$ cat config.mk
export PLATFORM = sky130hd
export DESIGN_NAME = hes_ctrl
export DESIGN_NICKNAME = d
export VERILOG_FILES = /design/src/hdl/hes_pkg.sv /design/src/hdl/hes_ctrl.sv
export SDC_FILE = /design/constraint.sdc
export NUM_CORES = 1
export LEC_CHECK = 0
export ABC_AREA = 0
export CAP_MARGIN = 5
export CORE_MARGIN = 5
export CORE_UTILIZATION = 60
export CTS_CLUSTER_SIZE = 16
export DETAILED_ROUTE_END_ITERATION = 8
export DONT_BUFFER_PORTS = 1
export PLACE_DENSITY = 0.85
export SLEW_MARGIN = 20
export SYNTH_ARGS = -nofsm -noshare
export SYNTH_HDL_FRONTEND = slang
export SYNTH_SLANG_ARGS = --single-unit
$ cat constraint.sdc
create_clock -name aclk -period 5.5 [get_ports aclk]
set_clock_uncertainty 0.15 [all_clocks]
set_input_delay 1.1 -clock aclk [delete_from_list [all_inputs] [get_ports aclk]]
set_output_delay 1.1 -clock aclk [all_outputs]
set_load 0.05 [all_outputs]
$ cat src/hdl/hes_pkg.sv
// hes_pkg: shared types, codes and helpers for the heston euler path step block
// no dependencies; imported by hes_ctrl, hes_dp, the top level and the checker
`default_nettype none

package hes_pkg;

    // dt and sqrt(dt) in q0.32
    localparam logic [18:0] DT_Q32  = 19'd429497;
    localparam logic [25:0] SDT_Q32 = 26'd42949673;

    localparam logic [47:0] CAP_POS = 48'h7FFF_FFFF_FFFF;
    localparam logic [47:0] CAP_NEG = 48'h8000_0000_0000;

    typedef enum logic [1:0] {
        OP_LOAD_SEG,
        OP_LOAD_OBS,
        OP_START,
        OP_STEP
    } opcode_t;

    typedef enum logic [2:0] {
        CFG_SPOT,
        CFG_INIT_VAR,
        CFG_KAPPA,
        CFG_RHO,
        CFG_RHO_COMP,
        CFG_MODE,
        CFG_SEG_CNT,
        CFG_OBS_CNT
    } cfg_idx_t;

    // products computed on the shared multiplier, in issue order
    typedef enum logic [3:0] {
        MUL_SQDT,
        MUL_RN1,
        MUL_RCN2,
        MUL_KAP,
        MUL_DT,
        MUL_SZ,
        MUL_XI,
        MUL_SN1,
        MUL_S,
        MUL_FWD
    } mul_sel_t;

    typedef enum logic [3:0] {
        ST_IDLE,
        ST_SEG,
        ST_SQRT,
        ST_MUL,
        ST_MWAIT,
        ST_UPD,
        ST_PEAK,
        ST_DIV,
        ST_DWAIT,
        ST_OUT
    } state_t;

    typedef struct packed {
        logic     seg_adv;
        logic     sqrt_start;
        logic     mul_start;
        mul_sel_t mul_sel;
        logic     div_start;
        logic     update;
        logic     peak;
        logic     step_inc;
        logic     emit;
    } cmd_t;

    typedef struct packed {
        logic path_done;
        logic sqrt_done;
        logic mul_done;
        logic div_done;
        logic obs_hit;
        logic out_full;
    } sts_t;

    function automatic mul_sel_t next_sel(mul_sel_t s);
        mul_sel_t n;
        unique case (s)
            MUL_SQDT: n = MUL_RN1;
            MUL_RN1:  n = MUL_RCN2;
            MUL_RCN2: n = MUL_KAP;
            MUL_KAP:  n = MUL_DT;
            MUL_DT:   n = MUL_SZ;
            MUL_SZ:   n = MUL_XI;
            MUL_XI:   n = MUL_SN1;
            MUL_SN1:  n = MUL_S;
            default:  n = MUL_FWD;
        endcase
        return n;
    endfunction

    // magnitude of a 48-bit signed word, as unsigned
    function automatic logic [47:0] mag48(logic [47:0] x);
        return x[47] ? (~x + 48'd1) : x;
    endfunction

    // 49-bit signed sum saturated to 48-bit signed
    function automatic logic [47:0] sat49(logic [48:0] x);
        logic [47:0] r;
        if (x[48] != x[47]) begin
            r = x[48] ? CAP_NEG : CAP_POS;
        end else begin
            r = x[47:0];
        end
        return r;
    endfunction

endpackage

`default_nettype wire

$ cat src/hdl/hes_ctrl.sv
// hes_ctrl: sequencer for one time step (sqrt, product chain, update, divide, emit)
// depends on hes_pkg; drives hes_dp through cmd_t and reads sts_t
`default_nettype none

module hes_ctrl (
    input  wire logic          aclk,
    input  wire logic          aresetn,
    input  wire logic          s_valid,
    input  wire logic [1:0]    s_opcode,
    output logic               s_ready,
    input  hes_pkg::sts_t      sts,
    output hes_pkg::cmd_t      cmd
);
    import hes_pkg::*;

    state_t   state_reg, state_next;
    mul_sel_t sel_reg, sel_next;

    // state and product select registers
    always_ff @(posedge aclk) begin
        if (!aresetn) begin
            state_reg <= ST_IDLE;
            sel_reg   <= MUL_SQDT;
        end else begin
            state_reg <= state_next;
            sel_reg   <= sel_next;
        end
    end

    // next state
    always_comb begin
        state_next = state_reg;
        sel_next   = sel_reg;
        unique case (state_reg)
            ST_IDLE: begin
                if (s_valid && s_opcode == OP_STEP && !sts.path_done) begin
                    state_next = ST_SEG;
                end
            end
            ST_SEG: begin
                sel_next   = MUL_SQDT;
                state_next = ST_SQRT;
            end
            ST_SQRT: begin
                if (sts.sqrt_done) state_next = ST_MUL;
            end
            ST_MUL: begin
                state_next = ST_MWAIT;
            end
            ST_MWAIT: begin
                if (sts.mul_done) begin
                    priority if (sel_reg == MUL_S) begin
                        state_next = ST_UPD;
                    end else if (sel_reg == MUL_FWD) begin
                        state_next = ST_DIV;
                    end else begin
                        sel_next   = next_sel(sel_reg);
                        state_next = ST_MUL;
                    end
                end
            end
            ST_UPD: begin
                state_next = ST_PEAK;
            end
            ST_PEAK: begin
                if (sts.obs_hit) begin
                    sel_next   = MUL_FWD;
                    state_next = ST_MUL;
                end else begin
                    state_next = ST_IDLE;
                end
            end
            ST_DIV: begin
                state_next = ST_DWAIT;
            end
            ST_DWAIT: begin
                if (sts.div_done) state_next = ST_OUT;
            end
            ST_OUT: begin
                if (!sts.out_full) state_next = ST_IDLE;
            end
            default: state_next = ST_IDLE;
        endcase
    end

    // commands
    always_comb begin
        cmd         = '0;
        cmd.mul_sel = sel_reg;
        s_ready     = 1'b0;
        unique case (state_reg)
            ST_IDLE:  s_ready = 1'b1;
            ST_SEG: begin
                cmd.seg_adv    = 1'b1;
                cmd.sqrt_start = 1'b1;
            end
            ST_MUL:   cmd.mul_start = 1'b1;
            ST_UPD:   cmd.update    = 1'b1;
            ST_PEAK: begin
                cmd.peak     = 1'b1;
                cmd.step_inc = !sts.obs_hit;
            end
            ST_DIV:   cmd.div_start = 1'b1;
            ST_OUT: begin
                cmd.emit     = !sts.out_full;
                cmd.step_inc = !sts.out_full;
            end
            default: ;
        endcase
    end

endmodule

`default_nettype wire

### Word level (Yosys, flattened, before mapping)

Memories as Yosys holds them, arrays and structs flattened. A register that Yosys moved wholly into a read port is not among the register bits.
Index checks and enable logic that the tools add are counted.

* bits of input ports: 11
* word-level logic and storage cells: 57
* flip-flop bits (word level): 8
* memories kept: 1
* ROM bits: 32

* eq/ne operators: 20
* reduce and logical (&&, ||, !) cells: 9
* mux-type cells: 25

Memory list
* (name not given): depth 8, width 4, rd ports 1, clocked after Yosys merged registers in 1, wr ports 0, line hes_pkg.sv:82 `unique case (s)`

Operator list (count)
* 4-bit 2-to-1 mux: 10
* 4-bit one-hot mux with 10 select lines: 1
* 4-bit by 3-bit equality test with 1-bit output, second input constant: 4
* 4-bit equality test, second input constant: 4
* 2-bit inequality test, second input constant: 8
* 3-bit 2-to-1 mux: 4
* 4-bit one-hot mux with 3 select lines: 1
* 5-bit AND reduction: 2
* 4-bit by 2-bit equality test with 1-bit output, second input constant: 2
* 1-bit 2-to-1 mux: 6
* 4-bit by 1-bit equality test with 1-bit output, second input constant: 1
* 4-bit zero test: 1
* 2-bit 2-to-1 mux: 2
* 1-bit zero test: 3
* 3-bit nonzero test: 1
* 2-bit equality test, second input constant: 1
* 1-bit logical AND: 2
* 1-bit one-hot mux with 2 select lines: 1

### Longest topological paths before layout

* word-level depth: 7
* gate-level depth with buffers: 9
* depth with buffers taken out: 8

### Least setup slack after synthesis

OpenSTA, ideal clock, no wires.

* path kind: input to output
* from: input port sts[0] (netlist name)
* to: output port cmd[1] (netlist name)
* stages: 2
* data required time: 4.250 ns
* arrival time: 2.743 ns
* slack: 1.507 ns
* cell sequence: nor3b_1 > a21o_1

RTL lines
* start, declared: line hes_ctrl.sv:11 `input hes_pkg::sts_t sts,`
* end, declared: line hes_ctrl.sv:12 `output hes_pkg::cmd_t cmd`

==> impl_metrics.prom <==
# TYPE chip_impl_metric gauge
chip_impl_metric{name="synth-warning-count",unit=""} 0
chip_impl_metric{name="finalHoldViolCount",unit=""} 0
chip_impl_metric{name="antenna_cells",unit=""} 0
chip_impl_metric{name="hold_ws",unit="ns"} 0.4182
chip_impl_metric{name="report.power.total",unit="mW"} 0.1728
chip_impl_metric{name="synth_area",unit="sq um"} 798.3
chip_impl_metric{name="antenna_found_initial",unit=""} 0
chip_impl_metric{name="detail_route.first_pass.iterations",unit=""} 4
chip_impl_metric{name="grt_util_met3",unit="%"} 3.906
chip_impl_metric{name="post_drt_wl_per_cell",unit="um"} 15.14
chip_impl_metric{name="post-dp-hpwl",unit="um"} 1301
chip_impl_metric{name="grt_pass1_vias",unit=""} 620
chip_impl_metric{name="share_of_the_yosys_chip_area_belonging_to_registers",unit="%"} 30.09
chip_impl_info{name="clockRootBuffer",value="sky130_fd_sc_hd__clkbuf_4"} 1
chip_impl_metric{name="seq_area",unit="sq um"} 240.2
chip_impl_metric{name="drv_slew",unit=""} 0
chip_impl_metric{name="gp_congestion",unit=""} 0.8548
chip_impl_metric{name="route.final.wire_length",unit="um"} 1696
chip_impl_metric{name="synth_cell_types",unit=""} 39
chip_impl_metric{name="post_synthesis_cell_count",unit=""} 96
chip_impl_metric{name="avgViaCountPerCell",unit=""} 6.375
chip_impl_info{name="setup_repair_after_global_routing_missed_its_margin",value="no"} 1
chip_impl_metric{name="global_route.usage.total",unit="%"} 17.01
chip_impl_metric{name="global_route.usage.met2",unit="%"} 28.02
chip_impl_info{name="run_status",value="finished clean"} 1
chip_impl_metric{name="finalCritPeriodShare",unit="%"} 68.45
chip_impl_metric{name="path_clk_slew",unit="ns"} 0.07
chip_impl_metric{name="arrival_time_reported_for_the_critical_path_endpoint",unit="ns"} 2.51
chip_impl_metric{name="worst_pin_slew",unit="ns"} 1.008
chip_impl_metric{name="timing.max_slew.rel_slack",unit="%"} 32.65
chip_impl_metric{name="max_cap_viol_count",unit=""} 0
chip_impl_metric{name="layout-drive-gt1-share",unit="%"} 18.56
chip_impl_metric{name="required",unit="ns"} 4.25
chip_impl_metric{name="detailedRoute.firstIterationViolations",unit=""} 13
chip_impl_metric{name="hold_depth",unit=""} 2
chip_impl_metric{name="grt_pass1_wl",unit="um"} 2622
chip_impl_info{name="setup.worst_path.end_class",value="primary output"} 1
chip_impl_info{name="commonest_non_fill_non_tap_cell_in_the_layout",value="sky130_fd_sc_hd__dfxtp_1"} 1
chip_impl_metric{name="post-cts-setup-buffer-count",unit=""} 0
chip_impl_metric{name="fp.dieW",unit="um"} 46.48
chip_impl_metric{name="layout.core_utilization",unit="%"} 67.09
chip_impl_info{name="crit_type",value="reg -> out"} 1
chip_impl_metric{name="power_leakage",unit="nW"} 0.3014
chip_impl_info{name="gr-max-usage-layer",value="met2"} 1
chip_impl_metric{name="floorplan.io_pins",unit=""} 24
chip_impl_metric{name="floorplan.die_area",unit="sq mm"} 0.002160
chip_impl_metric{name="final.setup.worst_slack",unit="ns"} 1.735
chip_impl_metric{name="cts_sinks",unit=""} 12
chip_impl_metric{name="critical_path_buf_inv_count",unit=""} 0
chip_impl_metric{name="core_area",unit="sq mm"} 0.001285
chip_impl_metric{name="fin_nets",unit=""} 110
chip_impl_metric{name="htreeDepth",unit=""} 1
chip_impl_metric{name="setup_viol",unit=""} 0
chip_impl_metric{name="worst-path-max-fanout",unit=""} 20
chip_impl_metric{name="cts_bufs_inserted",unit=""} 3
chip_impl_metric{name="worst_r2r_path_depth",unit=""} 8
chip_impl_metric{name="route.vias.total",unit=""} 714
chip_impl_metric{name="initial_core_util",unit="%"} 62.12
chip_impl_info{name="final_cell_mix",value="12 x sky130_fd_sc_hd__dfxtp_1, 8 x sky130_fd_sc_hd__nor2b_1, 7 x sky130_fd_sc_hd__nor2_1, 6 x sky130_fd_sc_hd__nand2_1, 6 x sky130_fd_sc_hd__o21ai_0"} 1
chip_impl_info{name="cell_taking_the_most_area_after_synthesis",value="sky130_fd_sc_hd__dfxtp_1"} 1
chip_impl_metric{name="postCtsResizedCells",unit=""} 0
chip_impl_metric{name="grt_use_met1",unit="%"} 19.67
chip_impl_metric{name="dpl_worst_slack",unit="ns"} 1.986
chip_impl_info{name="hold_path_end",value="sel_reg[1]$_SDFFE_PN0N_"} 1
chip_impl_info{name="worstHoldPathType",value="reg -> reg"} 1
chip_impl_metric{name="drc",unit=""} 0
chip_impl_metric{name="multi_input_comb_area",unit="sq um"} 525.5
chip_impl_metric{name="p_per_area",unit="mW/mm^2"} 200.4
chip_impl_metric{name="grt_start_max_net_pins",unit=""} 21
chip_impl_metric{name="area_growth_syn_to_layout",unit="%"} 7.994
chip_impl_info{name="r2r_start",value="state_reg[0]$_SDFFE_PN0P_"} 1
chip_impl_metric{name="grt.overflow.total",unit=""} 0
chip_impl_metric{name="syn-mean-instance-area",unit="sq um"} 8.315
chip_impl_metric{name="rows",unit=""} 13
chip_impl_metric{name="antenna_violating_nets_post_route",unit=""} 0
chip_impl_metric{name="fmax",unit="MHz"} 265.6
chip_impl_metric{name="finalSetupTns",unit="ns"} 0
chip_impl_info{name="synth.area.top_cells",value="sky130_fd_sc_hd__dfxtp_1 30%, sky130_fd_sc_hd__nor2b_1 6.3%, sky130_fd_sc_hd__nor3b_1 4.7%"} 1
chip_impl_metric{name="io_buffer_count",unit=""} 0
chip_impl_info{name="crit_path_cell_trace",value="nand2b_1 > nor2b_1 > a21o_1"} 1
chip_impl_metric{name="min_period",unit="ns"} 3.765
chip_impl_metric{name="synth.ff_latch_count",unit=""} 12
chip_impl_metric{name="worst_ir_drop_vdd",unit="uV"} 172.7
chip_impl_info{name="critPathTopFamily",value="simple AND/OR/NAND/NOR gates"} 1
chip_impl_metric{name="clock_path_buffers",unit=""} 2
chip_impl_metric{name="holdBufCountCts",unit=""} 0
chip_impl_info{name="critPathSlowestCell",value="sky130_fd_sc_hd__nor2b_1"} 1
chip_impl_info{name="cts_tree",value="done"} 1
chip_impl_metric{name="worst_path_largest_cell_delay",unit="ns"} 0.82
chip_impl_metric{name="yosys.area.top_type_share",unit="%"} 30.09
chip_impl_metric{name="filler_cell_count_in_the_final_layout",unit=""} 125
chip_impl_metric{name="worst_skew_pair.late_latency",unit="ns"} 0.27
chip_impl_metric{name="die_height",unit="um"} 46.48
chip_impl_metric{name="syn_nets",unit=""} 108
chip_impl_metric{name="reg2reg_setup_slack",unit="ns"} 2.84
chip_impl_info{name="setup.worst_path.start_class",value="flip-flop"} 1
## worst register-to-register path, stage by stage, from the launching register on
cell	delay, ns
sky130_fd_sc_hd__dfxtp_1	0.64
sky130_fd_sc_hd__or3b_4	0.46
sky130_fd_sc_hd__a31oi_4	0.24
sky130_fd_sc_hd__nor2b_1	0.08
sky130_fd_sc_hd__a31oi_1	0.32
sky130_fd_sc_hd__nor2_1	0.09
sky130_fd_sc_hd__ha_1	0.19
sky130_fd_sc_hd__or3_1	0.33
sky130_fd_sc_hd__o31ai_1	0.07
## cells by family after synthesis
group	count (synthesis)	synth area share, %
multiplexers	3	5.329
buffers and inverters	10	6.112
flip-flops	12	30.09
AND/OR/NAND/NOR	50	39.03
adder cells (fa/ha/maj)	1	1.567
AO/OA/AOI/OAI	20	17.87
## worst max path at each step
| stage | cells past startpoint | to | from | slack (ns) |
|---|---|---|---|---|
| floorplan | 2 | cmd[1] | sts[0] | 1.51 |
| global placement | 2 | cmd[1] | sts[0] | 2.00 |
| detailed placement | 2 | cmd[1] | sts[0] | 1.99 |
| CTS | 3 | cmd[1] | state_reg[1]$_SDFFE_PN0P_ | 1.72 |
| global route | 3 | cmd[1] | state_reg[1]$_SDFFE_PN0P_ | 1.56 |
| finish | 3 | cmd[1] | state_reg[1]$_SDFFE_PN0P_ | 1.74 |
## cell type report
type / count / area share (%)
Tap cell: 15 / 2.177
Timing Repair Buffer: 3 / 3.048
Multi-Input combinational cell: 74 / 60.96
Inverter: 4 / 1.742
Sequential cell: 12 / 27.87
Clock buffer: 4 / 4.209
## stage by stage
| step | cell area [sq um] | instances |
|---|---|---|
| 5_1_grt | 862.1 | 112 |
| 3_5_place_dp | 825.8 | 108 |
| 3_3_place_gp | 825.8 | 108 |
| 4_1_cts | 862.1 | 112 |
| 6_report | 862.1 | 112 |
| 2_1_floorplan | 798.3 | 96 |
## Yosys cell counts (all sizes together)
cell / count
nand3b: 2
or3: 1
o32ai: 1
clkbuf: 4
a31oi: 2
nor4b: 2
nor3: 5
or4b: 1
or2: 2
nand2b: 2
inv: 3
nor4: 3
buf: 2
nand4b: 2
nand2: 7
a21oi: 4
or3b: 1
nor2b: 8
o311ai: 1
nor2: 7
o21ai: 6
ha: 1
nor3b: 5
o21a: 1
nand4bb: 1
a32oi: 1
clkinv: 1
mux2i: 3
dfxtp: 12
a21o: 1
a2bb2oi: 1
nand3: 1
o31ai: 2
## layer usage
metal / part of all wire (%) / vias up / wire length (um)
li1: - / 352 / -
met1: 41 / 330 / 690
met2: 47 / 27 / 794
met3: 10 / 5 / 172
met4: 2.3 / 0 / 39
met5: 0 / - / 0
## power by group
group          switching (mW)  total (mW)  internal (mW)  leakage, nW
Clock                  0.0297      0.0700         0.0403       0.0210
Sequential            0.00162      0.0888         0.0871       0.0967
Combinational         0.00909      0.0141        0.00497        0.184
Power figures use the tool's default switching activity.
